### config.mk
export PLATFORM = sky130hd
export DESIGN_NAME = can_wheel_steer_telemetry_gateway_flat
export DESIGN_NICKNAME = d
export VERILOG_FILES = /design/src/rtl/cwst_pkg.sv /design/src/rtl/cwst_if.sv /design/src/rtl/cwst_front.sv /design/src/rtl/cwst_queue.sv /design/src/rtl/cwst_back.sv /design/src/rtl/can_wheel_steer_telemetry_gateway.sv /design/src/flat_wrapper.sv
export SDC_FILE = /design/constraint.sdc
export NUM_CORES = 2
export LEC_CHECK = 0
export BUFFER_PORTS_ARGS = -buffer_cell sky130_fd_sc_hd__buf_2
export CAP_MARGIN = 40
export CORE_MARGIN = 2
export CORE_UTILIZATION = 58
export CTS_CLUSTER_SIZE = 16
export DETAILED_ROUTE_END_ITERATION = 6
export PLACE_DENSITY = 0.78
export SLEW_MARGIN = 25
export SYNTH_ARGS = -nofsm -noshare
export SYNTH_HDL_FRONTEND = slang
export SYNTH_SLANG_ARGS = --single-unit
### constraint.sdc
create_clock -name clk -period 11.9 [get_ports clk]
set_clock_uncertainty 0.05 [all_clocks]
set_input_delay 2.38 -clock clk [delete_from_list [all_inputs] [get_ports clk]]
set_output_delay 2.38 -clock clk [all_outputs]
set_load 0.005 [all_outputs]
### src/rtl/cwst_pkg.sv
// shared types, codes and constants of the wheel and steering telemetry gateway
package cwst_pkg;

  // request kinds on the input channel
  localparam logic KIND_FRAME = 1'b0;
  localparam logic KIND_TICK  = 1'b1;

  // identifiers seen and sent
  localparam logic [10:0] ID_WHEEL_IN = 11'h0CE;
  localparam logic [10:0] ID_STEER_IN = 11'h0C4;
  localparam logic [10:0] ID_TELE_OUT = 11'h6D3;
  localparam logic [10:0] ID_CFG_OUT  = 11'h6D1;
  localparam logic [10:0] ID_ACK_OUT  = 11'h6D2;
  localparam logic [10:0] ID_STAT_OUT = 11'h6D5;

  localparam logic [3:0] WHEEL_LEN = 4'd8;
  localparam logic [3:0] STEER_MIN_LEN = 4'd2;

  // multiplexer bytes
  localparam logic [7:0] MUX_WHEEL = 8'h60;
  localparam logic [7:0] MUX_STEER = 8'h80;

  // fixed-point scaling, Q16
  localparam int unsigned FRAC_BITS = 16;
  localparam logic [32:0] ROUND_HALF = 33'd32768;
  localparam logic signed [33:0] STEER_CENTRE_Q = 34'sd163840000;  // 2500 mV in Q16
  localparam logic [29:0] STEER_MAX_Q = 30'd327680000;              // 5000 mV in Q16
  localparam logic [15:0] MV_CENTRE = 16'd2500;

  // configuration register indexes
  typedef enum logic [2:0] {
    CFG_WHEEL_GAIN  = 3'd0,
    CFG_STEER_GAIN  = 3'd1,
    CFG_STALE_MS    = 3'd2,
    CFG_TELE_MS     = 3'd3,
    CFG_KEEP_MS     = 3'd4,
    CFG_ACK_MS      = 3'd5,
    CFG_LED_MS      = 3'd6
  } cfg_index_t;

  // register reset values
  localparam logic [15:0] RST_WHEEL_GAIN = 16'd35001;
  localparam logic [15:0] RST_STEER_GAIN = 16'd30341;
  localparam logic [15:0] RST_STALE_MS   = 16'd2000;
  localparam logic [15:0] RST_TELE_MS    = 16'd50;
  localparam logic [15:0] RST_KEEP_MS    = 16'd500;
  localparam logic [15:0] RST_ACK_MS     = 16'd490;
  localparam logic [15:0] RST_LED_MS     = 16'd250;

  typedef struct packed {
    logic [15:0] wheel_gain;
    logic [15:0] steer_gain;
    logic [15:0] stale_timeout_ms;
    logic [15:0] tele_period_ms;
    logic [15:0] keepalive_period_ms;
    logic [15:0] ack_period_ms;
    logic [15:0] led_period_ms;
  } cfg_t;

  // frame slots of one tick, in emission order
  localparam int unsigned NUM_STEPS = 11;
  typedef logic [NUM_STEPS-1:0] step_mask_t;
  typedef logic [3:0] step_t;
  localparam step_t STEP_WHEEL0 = 4'd0;
  localparam step_t STEP_WHEEL3 = 4'd3;
  localparam step_t STEP_STEER  = 4'd4;
  localparam step_t STEP_CFG0   = 4'd5;
  localparam step_t STEP_CFG3   = 4'd8;
  localparam step_t STEP_ACK    = 4'd9;
  localparam step_t STEP_STATUS = 4'd10;

  // one tick's burst as handed from front to back
  typedef struct packed {
    step_mask_t         mask;
    logic [3:0][15:0]   wheel;
    logic               steer_ok;
    logic signed [33:0] steer_q;
    logic               led;
  } burst_t;

  localparam int unsigned QUEUE_DEPTH = 2;

endpackage

### src/rtl/cwst_if.sv
// channel interfaces: request input and frame output
interface cwst_in_if;
  logic        valid;
  logic        ready;
  logic        kind;
  logic [10:0] frame_id;
  logic [3:0]  frame_len;
  logic [63:0] frame_data;

  modport source (output valid, kind, frame_id, frame_len, frame_data, input ready);
  modport sink   (input valid, kind, frame_id, frame_len, frame_data, output ready);
endinterface

interface cwst_out_if;
  logic        valid;
  logic        ready;
  logic [10:0] out_id;
  logic [63:0] out_data;
  logic        last_frame;
  logic        led_level;

  modport source (output valid, out_id, out_data, last_frame, led_level, input ready);
  modport sink   (input valid, out_id, out_data, last_frame, led_level, output ready);
endinterface

### src/rtl/cwst_front.sv
// front end: latches received frames, runs the millisecond timers, queues bursts
module cwst_front (
  input  logic                 clk,
  input  logic                 rst,
  input  cwst_pkg::cfg_t       cfg,
  cwst_in_if.sink              in_ch,
  input  logic                 full,
  output logic                 push,
  output cwst_pkg::burst_t     push_burst
);

  logic [31:0]      time_ms;
  logic [3:0][15:0] wheel_speed;
  logic [15:0]      steer_angle;
  logic             steer_ok;
  logic [31:0]      steer_seen_ms;
  logic [31:0]      tele_sent_ms;
  logic [31:0]      keepalive_sent_ms;
  logic [31:0]      ack_sent_ms;
  logic [31:0]      led_toggled_ms;
  logic             led_state;

  logic             accept;
  logic             tick;
  logic [31:0]      time_next;
  logic             led_due;
  logic             led_next;
  logic             stale;
  logic             steer_ok_next;
  logic             tele_due;
  logic             keep_due;
  logic             ack_due;
  logic signed [33:0] steer_q;

  // a tick needs a free queue slot, so requests wait while the queue is full
  assign in_ch.ready = !full;
  assign accept = in_ch.valid && in_ch.ready;
  assign tick = accept && (in_ch.kind == cwst_pkg::KIND_TICK);

  // interval tests against the advanced time, wrapping 32-bit arithmetic
  always_comb begin
    time_next = time_ms + 32'd1;
    led_due   = (time_next - led_toggled_ms) >= 32'(cfg.led_period_ms);
    led_next  = led_state ^ led_due;
    stale     = (time_next - steer_seen_ms) > 32'(cfg.stale_timeout_ms);
    steer_ok_next = steer_ok && !stale;
    tele_due  = (time_next - tele_sent_ms) >= 32'(cfg.tele_period_ms);
    keep_due  = (time_next - keepalive_sent_ms) >= 32'(cfg.keepalive_period_ms);
    ack_due   = (time_next - ack_sent_ms) >= 32'(cfg.ack_period_ms);
  end

  // steering offset in q16, clamped and rounded later in the back end
  assign steer_q = cwst_pkg::STEER_CENTRE_Q
                   + 34'(signed'(steer_angle)) * 34'(signed'({1'b0, cfg.steer_gain}));

  // burst descriptor: which slots are due and a snapshot of the values
  always_comb begin
    push_burst.mask = '0;
    for (int i = 0; i < 5; i++) begin
      push_burst.mask[i] = tele_due;
    end
    for (int i = 5; i < 9; i++) begin
      push_burst.mask[i] = keep_due;
    end
    push_burst.mask[cwst_pkg::STEP_ACK]    = ack_due;
    push_burst.mask[cwst_pkg::STEP_STATUS] = keep_due;
    push_burst.wheel    = wheel_speed;
    push_burst.steer_ok = steer_ok_next;
    push_burst.steer_q  = steer_q;
    push_burst.led      = led_next;
  end

  assign push = tick && (push_burst.mask != '0);

  // gateway state
  always_ff @(posedge clk) begin
    if (rst) begin
      time_ms           <= '0;
      wheel_speed       <= '0;
      steer_angle       <= '0;
      steer_ok          <= 1'b0;
      steer_seen_ms     <= '0;
      tele_sent_ms      <= '0;
      keepalive_sent_ms <= '0;
      ack_sent_ms       <= '0;
      led_toggled_ms    <= '0;
      led_state         <= 1'b0;
    end else if (tick) begin
      time_ms   <= time_next;
      led_state <= led_next;
      steer_ok  <= steer_ok_next;
      if (led_due) begin
        led_toggled_ms <= time_next;
      end
      if (tele_due) begin
        tele_sent_ms <= time_next;
      end
      if (keep_due) begin
        keepalive_sent_ms <= time_next;
      end
      if (ack_due) begin
        ack_sent_ms <= time_next;
      end
    end else if (accept) begin
      if (in_ch.frame_id == cwst_pkg::ID_WHEEL_IN && in_ch.frame_len == cwst_pkg::WHEEL_LEN) begin
        wheel_speed <= in_ch.frame_data;
      end
      if (in_ch.frame_id == cwst_pkg::ID_STEER_IN
          && in_ch.frame_len >= cwst_pkg::STEER_MIN_LEN) begin
        steer_angle   <= in_ch.frame_data[15:0];
        steer_ok      <= 1'b1;
        steer_seen_ms <= time_ms;
      end
    end
  end

`ifndef SYNTHESIS
  // time moves by one on each tick and never on a received frame
  assert property (@(posedge clk) disable iff (rst)
    tick |=> time_ms == $past(time_ms) + 32'd1)
    else $error("time did not advance by one on a tick");

  assert property (@(posedge clk) disable iff (rst)
    (accept && !tick) |=> time_ms == $past(time_ms))
    else $error("time moved on a received frame");

  // no burst may be pushed into a full queue
  assert property (@(posedge clk) disable iff (rst)
    push |-> !full)
    else $error("burst pushed while queue full");
`endif

endmodule

### src/rtl/cwst_queue.sv
// short burst queue between front and back end
module cwst_queue (
  input  logic             clk,
  input  logic             rst,
  input  logic             push,
  input  cwst_pkg::burst_t push_burst,
  input  logic             pop,
  output cwst_pkg::burst_t head,
  output logic             full,
  output logic             empty
);

  localparam int unsigned PtrW = $clog2(cwst_pkg::QUEUE_DEPTH);
  localparam int unsigned CntW = $clog2(cwst_pkg::QUEUE_DEPTH + 1);

  cwst_pkg::burst_t mem [cwst_pkg::QUEUE_DEPTH];
  logic [PtrW-1:0]  wr_ptr;
  logic [PtrW-1:0]  rd_ptr;
  logic [CntW-1:0]  count;

  assign full  = (count == CntW'(cwst_pkg::QUEUE_DEPTH));
  assign empty = (count == '0);
  assign head  = mem[rd_ptr];

  // storage
  always_ff @(posedge clk) begin
    if (push) begin
      mem[wr_ptr] <= push_burst;
    end
  end

  // pointers and fill count
  always_ff @(posedge clk) begin
    if (rst) begin
      wr_ptr <= '0;
      rd_ptr <= '0;
      count  <= '0;
    end else begin
      if (push) begin
        wr_ptr <= wr_ptr + PtrW'(1);
      end
      if (pop) begin
        rd_ptr <= rd_ptr + PtrW'(1);
      end
      if (push && !pop) begin
        count <= count + CntW'(1);
      end else if (pop && !push) begin
        count <= count - CntW'(1);
      end
    end
  end

`ifndef SYNTHESIS
  assert property (@(posedge clk) disable iff (rst)
    count <= CntW'(cwst_pkg::QUEUE_DEPTH))
    else $error("queue count beyond depth");

  assert property (@(posedge clk) disable iff (rst)
    pop |-> !empty)
    else $error("pop from empty queue");

  assert property (@(posedge clk) disable iff (rst)
    (push && !pop) |=> !empty)
    else $error("queue empty after push");
`endif

endmodule

### src/rtl/cwst_back.sv
// back end: walks the due slots of each burst and builds one frame per cycle while the output is not stalled
module cwst_back (
  input  logic             clk,
  input  logic             rst,
  input  cwst_pkg::cfg_t   cfg,
  input  cwst_pkg::burst_t head,
  input  logic             empty,
  output logic             pop,
  cwst_out_if.source       out_ch
);

  cwst_pkg::step_mask_t sent;
  cwst_pkg::step_mask_t pend;
  cwst_pkg::step_mask_t pick;
  cwst_pkg::step_mask_t rest;
  cwst_pkg::step_t      step;
  logic                 advance;
  logic                 emit;
  logic                 last;

  logic [1:0]           lane;
  logic [15:0]          speed;
  logic [32:0]          wheel_sum;
  logic [15:0]          hz;
  logic [29:0]          steer_clamped;
  logic [29:0]          steer_round;
  logic [15:0]          mv;
  logic [15:0]          mv_sel;
  logic [10:0]          id_next;
  logic [63:0]          data_next;

  logic                 out_valid;
  logic [10:0]          out_id;
  logic [63:0]          out_data;
  logic                 last_frame;
  logic                 led_level;

  // slot selection: lowest slot still pending in the head burst
  always_comb begin
    pend = head.mask & ~sent;
    pick = pend & (~pend + cwst_pkg::step_mask_t'(1));
    rest = pend & ~pick;
    last = (rest == '0);
    step = '0;
    for (int i = 0; i < cwst_pkg::NUM_STEPS; i++) begin
      if (pick[i]) begin
        step = step | cwst_pkg::step_t'(i);
      end
    end
  end

  assign advance = !out_valid || out_ch.ready;
  assign emit    = !empty && advance;
  assign pop     = emit && last;

  // wheel frequency, q16 with round half up
  always_comb begin
    lane      = 2'(step - cwst_pkg::STEP_WHEEL0);
    speed     = head.wheel[lane];
    wheel_sum = 33'(speed) * 33'(cfg.wheel_gain) + cwst_pkg::ROUND_HALF;
    hz        = wheel_sum[31:16];
  end

  // steering millivolts, clamped to the output range then rounded
  always_comb begin
    if (head.steer_q < 0) begin
      steer_clamped = '0;
    end else if (head.steer_q > 34'(cwst_pkg::STEER_MAX_Q)) begin
      steer_clamped = cwst_pkg::STEER_MAX_Q;
    end else begin
      steer_clamped = head.steer_q[29:0];
    end
    steer_round = steer_clamped + 30'(cwst_pkg::ROUND_HALF);
    mv          = 16'(steer_round[29:cwst_pkg::FRAC_BITS]);
    mv_sel      = head.steer_ok ? mv : cwst_pkg::MV_CENTRE;
  end

  // frame contents per slot
  always_comb begin
    id_next   = cwst_pkg::ID_STAT_OUT;
    data_next = '0;
    case (step) inside
      [cwst_pkg::STEP_WHEEL0:cwst_pkg::STEP_WHEEL3]: begin
        id_next   = cwst_pkg::ID_TELE_OUT;
        data_next = {hz[7:0], hz[15:8], 8'hF4, 8'h01, 8'h88, 8'h13, 8'h01,
                     cwst_pkg::MUX_WHEEL + 8'(lane)};
      end
      cwst_pkg::STEP_STEER: begin
        id_next   = cwst_pkg::ID_TELE_OUT;
        data_next = {32'd0, mv_sel[7:0], mv_sel[15:8], 7'd0, head.steer_ok,
                     cwst_pkg::MUX_STEER};
      end
      [cwst_pkg::STEP_CFG0:cwst_pkg::STEP_CFG3]: begin
        id_next   = cwst_pkg::ID_CFG_OUT;
        data_next = {8'h00, 8'h01, 8'h13, 8'h88, 8'h00, 8'h00, 8'h03,
                     cwst_pkg::MUX_WHEEL + 8'(2'(step - cwst_pkg::STEP_CFG0))};
      end
      cwst_pkg::STEP_ACK: begin
        id_next   = cwst_pkg::ID_ACK_OUT;
        data_next = {8'h01, 56'd0};
      end
      cwst_pkg::STEP_STATUS: begin
        id_next   = cwst_pkg::ID_STAT_OUT;
        data_next = {8'h04, 8'h03, 8'h02, 8'h01, 32'd0};
      end
      default: begin
        id_next   = cwst_pkg::ID_STAT_OUT;
        data_next = '0;
      end
    endcase
  end

  // progress through the head burst
  always_ff @(posedge clk) begin
    if (rst) begin
      sent <= '0;
    end else if (emit) begin
      if (last) begin
        sent <= '0;
      end else begin
        sent <= sent | pick;
      end
    end
  end

  // output register
  always_ff @(posedge clk) begin
    if (rst) begin
      out_valid <= 1'b0;
    end else if (advance) begin
      out_valid <= emit;
    end
  end

  always_ff @(posedge clk) begin
    if (emit) begin
      out_id     <= id_next;
      out_data   <= data_next;
      last_frame <= last;
      led_level  <= head.led;
    end
  end

  assign out_ch.valid      = out_valid;
  assign out_ch.out_id     = out_id;
  assign out_ch.out_data   = out_data;
  assign out_ch.last_frame = last_frame;
  assign out_ch.led_level  = led_level;

`ifndef SYNTHESIS
  // a frame is only built from a slot that is still pending
  assert property (@(posedge clk) disable iff (rst)
    emit |-> $onehot(pick))
    else $error("frame built with no pending slot");

  // slots marked done always belong to the head burst
  assert property (@(posedge clk) disable iff (rst)
    !empty |-> (sent & ~head.mask) == '0)
    else $error("done slot outside head burst");

  // retiring a burst leaves its last frame in the output register
  assert property (@(posedge clk) disable iff (rst)
    pop |=> out_valid && last_frame)
    else $error("burst retired without a last frame");
`endif

endmodule

### src/rtl/can_wheel_steer_telemetry_gateway.sv
// top level: configuration registers, front end, burst queue and back end
//
//  channel  | dir | handshake     | payload
//  ---------+-----+---------------+----------------------------------------------
//  in_ch    | in  | valid/ready   | kind, frame_id, frame_len, frame_data
//  out_ch   | out | valid/ready   | out_id, out_data, last_frame, led_level
//  cfg      | in  | cfg_write     | cfg_index, cfg_data (16 bits, no read-back)
//
//  a received frame is taken and yields nothing; a tick is taken and yields 0 to 11 frames,
//  one per cycle while the output is not stalled, out of the back end's slot walk.
//  the front end takes a request in every cycle while the two-entry burst queue has room.
//  an output stall holds the back end only; the front end keeps going until the queue fills.
//  reset is synchronous and clears all timers, latched values and the queue.
module can_wheel_steer_telemetry_gateway (
  input  logic        clk,
  input  logic        rst,
  cwst_in_if.sink     in_ch,
  cwst_out_if.source  out_ch,
  input  logic        cfg_write,
  input  logic [2:0]  cfg_index,
  input  logic [15:0] cfg_data
);

  cwst_pkg::cfg_t   cfg;
  cwst_pkg::burst_t push_burst;
  cwst_pkg::burst_t head;
  logic             push;
  logic             pop;
  logic             full;
  logic             empty;

  // configuration registers
  always_ff @(posedge clk) begin
    if (rst) begin
      cfg.wheel_gain          <= cwst_pkg::RST_WHEEL_GAIN;
      cfg.steer_gain          <= cwst_pkg::RST_STEER_GAIN;
      cfg.stale_timeout_ms    <= cwst_pkg::RST_STALE_MS;
      cfg.tele_period_ms      <= cwst_pkg::RST_TELE_MS;
      cfg.keepalive_period_ms <= cwst_pkg::RST_KEEP_MS;
      cfg.ack_period_ms       <= cwst_pkg::RST_ACK_MS;
      cfg.led_period_ms       <= cwst_pkg::RST_LED_MS;
    end else if (cfg_write) begin
      case (cfg_index)
        cwst_pkg::CFG_WHEEL_GAIN: cfg.wheel_gain          <= cfg_data;
        cwst_pkg::CFG_STEER_GAIN: cfg.steer_gain          <= cfg_data;
        cwst_pkg::CFG_STALE_MS:   cfg.stale_timeout_ms    <= cfg_data;
        cwst_pkg::CFG_TELE_MS:    cfg.tele_period_ms      <= cfg_data;
        cwst_pkg::CFG_KEEP_MS:    cfg.keepalive_period_ms <= cfg_data;
        cwst_pkg::CFG_ACK_MS:     cfg.ack_period_ms       <= cfg_data;
        cwst_pkg::CFG_LED_MS:     cfg.led_period_ms       <= cfg_data;
        default: begin
        end
      endcase
    end
  end

  cwst_front u_front (
    .clk        (clk),
    .rst        (rst),
    .cfg        (cfg),
    .in_ch      (in_ch),
    .full       (full),
    .push       (push),
    .push_burst (push_burst)
  );

  cwst_queue u_queue (
    .clk        (clk),
    .rst        (rst),
    .push       (push),
    .push_burst (push_burst),
    .pop        (pop),
    .head       (head),
    .full       (full),
    .empty      (empty)
  );

  cwst_back u_back (
    .clk    (clk),
    .rst    (rst),
    .cfg    (cfg),
    .head   (head),
    .empty  (empty),
    .pop    (pop),
    .out_ch (out_ch)
  );

endmodule

### src/flat_wrapper.sv
// flat-port wrapper written by rule: the top's interface ports become plain ports
module can_wheel_steer_telemetry_gateway_flat 
  (clk, rst, cfg_write, cfg_index, cfg_data, in_ch_valid, in_ch_kind, in_ch_frame_id, in_ch_frame_len, in_ch_frame_data, in_ch_ready, out_ch_valid, out_ch_out_id, out_ch_out_data, out_ch_last_frame, out_ch_led_level, out_ch_ready);
  cwst_in_if in_ch_i ();
  cwst_out_if out_ch_i ();
  input  logic clk;
  input  logic rst;
  input  logic cfg_write;
  input  logic [2:0] cfg_index;
  input  logic [15:0] cfg_data;
  input wire logic [$bits(in_ch_i.valid)-1:0] in_ch_valid;
  input wire logic [$bits(in_ch_i.kind)-1:0] in_ch_kind;
  input wire logic [$bits(in_ch_i.frame_id)-1:0] in_ch_frame_id;
  input wire logic [$bits(in_ch_i.frame_len)-1:0] in_ch_frame_len;
  input wire logic [$bits(in_ch_i.frame_data)-1:0] in_ch_frame_data;
  output wire logic [$bits(in_ch_i.ready)-1:0] in_ch_ready;
  output wire logic [$bits(out_ch_i.valid)-1:0] out_ch_valid;
  output wire logic [$bits(out_ch_i.out_id)-1:0] out_ch_out_id;
  output wire logic [$bits(out_ch_i.out_data)-1:0] out_ch_out_data;
  output wire logic [$bits(out_ch_i.last_frame)-1:0] out_ch_last_frame;
  output wire logic [$bits(out_ch_i.led_level)-1:0] out_ch_led_level;
  input wire logic [$bits(out_ch_i.ready)-1:0] out_ch_ready;
  assign in_ch_i.valid = in_ch_valid;
  assign in_ch_i.kind = in_ch_kind;
  assign in_ch_i.frame_id = in_ch_frame_id;
  assign in_ch_i.frame_len = in_ch_frame_len;
  assign in_ch_i.frame_data = in_ch_frame_data;
  assign in_ch_ready = in_ch_i.ready;
  assign out_ch_valid = out_ch_i.valid;
  assign out_ch_out_id = out_ch_i.out_id;
  assign out_ch_out_data = out_ch_i.out_data;
  assign out_ch_last_frame = out_ch_i.last_frame;
  assign out_ch_led_level = out_ch_i.led_level;
  assign out_ch_i.ready = out_ch_ready;
  can_wheel_steer_telemetry_gateway u_core (.clk(clk), .rst(rst), .in_ch(in_ch_i), .out_ch(out_ch_i), .cfg_write(cfg_write), .cfg_index(cfg_index), .cfg_data(cfg_data));
endmodule
==> impl_metrics.csv <==
group,metric,value,unit
synth,yosys.area.top_type,"dfxtp_1",
synth,async_flop_share,0,%
route,routed_wl,146,mm
placed_design,place_congestion,0.928,
synth,synth-seq-cells,653,
cts,clockRootBuffer,"clkbuf_16",
cts,htree_levels,3,
global_route,grt_pass1_vias,42400,
power_and_ir_drop,power.leakage,25.5,nW
power_and_ir_drop,finalPower,7.26,mW
global_route,grt_overflow,0,
route,ant_nets,0,
worst_setup_path,worstPathArrival,10610,ps
synth,yosys_warnings,0,
worst_setup_path,cp-end-kind,"register",
die,coreArea,0.0914,sq mm
placed_design,hpwl,107,mm
outcome,status,"complete, no violations",
timing,fin_crit,10290,ps
layout,drive_gt1_share,7.32,%
worst_setup_path,critPathLaunchType,"register",
run,maxCapViolCount,0,
route,drc_errors,0,
cts,clk-insertion-delay-late,670,ps
global_route,antenna_found_initial,16,
die,io_pins,183,
placed_design,place_ws,1630,ps
timing,drv_slew,0,
synth,netlist_area,0.0533,sq mm
power_and_ir_drop,pwr-share-clk,33.4,%
cts,cts_tree,"built",
power_and_ir_drop,combPwrFrac,32.1,%
route,first_iter_violations,4028,
layout,final-seq-area,0.0156,sq mm
timing,setup_viol,0,
power_and_ir_drop,pwr_density_cell,126,mW/mm^2
worst_setup_path,cp_common_cell,"fa_1",
global_route,grt_max_degree,97,
timing,hold_violations,0,
cts,cts_setup_buffers,0,
timing,finalCritPeriodShare,86.5,%
timing,layout_setup_ws,1610,ps
timing,tightestPinTransition,900,ps
synth,synth_top_area_share,15.1,%
cts,post_cts_resized,0,
route,drt_first_pass_iters,6,
cts,hold_buffers,0,
timing,final.setup.tns,0,ps
synth,syn_inst,6038,
timing,rsz0062_at_grt,"false",
die,die_w,307,um
worst_setup_path,worst-path-max-fanout,42,
timing,slew_headroom,39.9,%
die,fp.dieH,307,um
hold_path,min_path_type,"reg -> reg",
timing,max_freq,97.2,MHz
synth,synth_cell_types,94,
layout,multi_input_area,0.0338,sq mm
worst_setup_path,max_stage_delay,850,ps
cts,cts_buffers,75,
synth,synth.avg_cell_area,8.83,sq um
worst_setup_path,critPathSlowestCell,"dfxtp_4",
synth,yosysSeqAreaShare,29.2,%
layout,syn_to_final_growth,8.50,%
power_and_ir_drop,p_int,4.87,mW
power_and_ir_drop,seq_power_share,34.5,%
power_and_ir_drop,swShare,32.9,%
cts,clk_pin_slew,60,ps
synth,synthFlopType,"dfxtp_1",
global_route,grt_util_all_layers,30.9,%
cts,cts_buffer_depth,3,
placed_design,portBuffers,157,
timing,whs,380,ps
synth,netlist_top_cells_area,"dfxtp_1 (15%), fa_1 (15%), edfxtp_1 (14%)",
layout,fillCellCount,7522,
synth,synth_edf_count,250,
worst_setup_path,cp_data_required_time,12220,ps
power_and_ir_drop,p_switching,2.39,mW
layout,nNetsFinal,7056,
route,wl_per_cell,20.0,um
die,rows,111,
global_route,grt_pass1_wl,230,mm
die,dieArea,0.0944,sq mm
route,vias,43400,
worst_setup_path,criticalPathCategory,"reg -> reg",
power_and_ir_drop,vdd_drop_max,0.000153,V
route,viasPerCell,5.91,
cts,cts_sinks,653,
die,start_util,58.3,%
cells by family after synthesis:
group,count (synthesis),synth area share (%)
mux,110,2.80
xor+xnor,189,3.14
buf+inv,1071,7.83
simple gates,2047,17.9
compound gates,1088,12.9
flops,653,29.2
other cells,2,0.0141
fa+ha+maj,878,26.1
path summary, 6_finish.rpt:
path / depth (start not counted) / startpoint / endpoint / slack (ps)
setup / recovery: 33 / register / u_core.u_back.out_ch.out_data[55]$_SDFFCE_PN0P_ / 1610
hold / removal: 0 / u_core.u_front.push_burst[58]$_SDFFE_PP0P_ / u_core.u_queue.mem[1][58]$_DFFE_PP_ / 380
setup reg to reg: 33 / register / u_core.u_back.out_ch.out_data[55]$_SDFFCE_PN0P_ / 1610
hold reg to reg: 0 / u_core.u_front.push_burst[58]$_SDFFE_PP0P_ / u_core.u_queue.mem[1][58]$_DFFE_PP_ / 380
worst max-delay path, delay by kind of cell, from the launching register on:
kind	cells	cell delay, ps
AOI/OAI and AO/OA	9	1880
buffers and inverters	5	420
muxes	3	1260
and+or+nand+nor	9	2370
DFF	1	850
adders and majority gates	7	3170
area by class of cell:
type | count | area share (%)
Antenna cell | 8 | 0.0346
Sequential cell | 653 | 26.9
Inverter | 776 | 5.04
Tap cell | 1186 | 2.57
Clock buffer | 100 | 3.67
Timing Repair Buffer | 230 | 2.59
Multi-Input combinational cell | 4338 | 58.4
Clock inverter | 40 | 0.820
synthesized netlist by cell type (17+ instances only):
library cell,instances
xnor2_1,121
and2_1,251
nor4_1,26
o21ai_0,143
nand4_1,50
nand2b_1,59
mux2i_1,63
edfxtp_1,250
a31oi_1,45
ha_1,486
o21bai_1,21
mux4_2,29
o211ai_1,62
nand3_1,116
xor2_1,66
clkbuf_1,220
nor2_1,310
a21o_1,107
nand2_1,945
or3_1,31
o21a_1,46
a21oi_1,414
buf_2,19
fa_1,392
buf_1,20
a211oi_1,107
mux2_2,17
buf_4,35
dfxtp_1,403
inv_1,776
nor2b_1,53
and3_1,56
nor3_1,81
power groups by stage:
stage | clock (mW) | sequential (mW) | combinational [mW]
floorplan | 0 | 2.54 | 1.74
global placement | 0 | 2.55 | 2.19
detailed placement | 0 | 2.55 | 2.28
CTS | 2.45 | 2.50 | 2.30
finish | 2.43 | 2.51 | 2.33
global route | 2.54 | 2.51 | 2.63
metrics by stage:
step           instances  instance area (sq um)  utilization, %
3_5_place_dp        7174                  55100            60.3
4_1_cts             7314                  57700            63.1
2_1_floorplan       6062                  53400               -
3_3_place_gp        7167                  54900            60.1
5_1_grt             7329                  57800            63.3
6_report            7331                  57800            63.3
placed cells by master, fill, tap and decap left out, types with 16 or more instances in the layout:
master | Yosys | final
nand2_1 | 945 | 944
inv_1 | 776 | 775
ha_1 | 486 | 486
a21oi_1 | 414 | 414
dfxtp_1 | 403 | 402
fa_1 | 392 | 392
nor2_1 | 310 | 307
and2_1 | 251 | 250
edfxtp_1 | 250 | 250
buf_2 | 19 | 157
o21ai_0 | 143 | 143
xnor2_1 | 121 | 121
nand3_1 | 116 | 115
a21o_1 | 107 | 107
a211oi_1 | 107 | 107
nor3_1 | 81 | 78
clkbuf_16 | 0 | 77
xor2_1 | 66 | 66
mux2i_1 | 63 | 63
o211ai_1 | 62 | 62
nand2b_1 | 59 | 59
buf_4 | 35 | 58
and3_1 | 56 | 56
nor2b_1 | 53 | 53
nand4_1 | 50 | 50
o21a_1 | 46 | 45
a31oi_1 | 45 | 45
or3_1 | 31 | 31
mux4_2 | 29 | 29
nor4_1 | 26 | 26
conb_1 | 2 | 26
o21bai_1 | 21 | 21
mux2_2 | 17 | 17
a2111oi_0 | 16 | 16
clkinv_2 | 0 | 16
registers in the layout, indices dropped and copies added (netlist names), 32 cells and up, named ones only:
name	flops
u_core.u_front.keepalive_sent_ms	32
u_core.u_front.led_toggled_ms	32
u_core.u_front.steer_seen_ms	32
u_core.u_back.out_ch.out_data	39
u_core.u_queue.mem	206
u_core.u_front.time_ms	32
u_core.u_front.ack_sent_ms	32
u_core.u_front.tele_sent_ms	32
u_core.cfg	112
u_core.u_front.push_burst	64
per-layer routing:
metal / track usage, % / up-vias / share of wire, % / wire length (um)
li1: - / 20300 / - / -
met1: 41.6 / 21000 / 42 / 61100
met2: 48.6 / 1780 / 45 / 65500
met3: 6.47 / 312 / 9.4 / 13700
met4: 12.9 / 6 / 4.2 / 6080
met5: 0 / - / 0.027 / 40
Note: power is estimated with default switching activity, not from simulation.
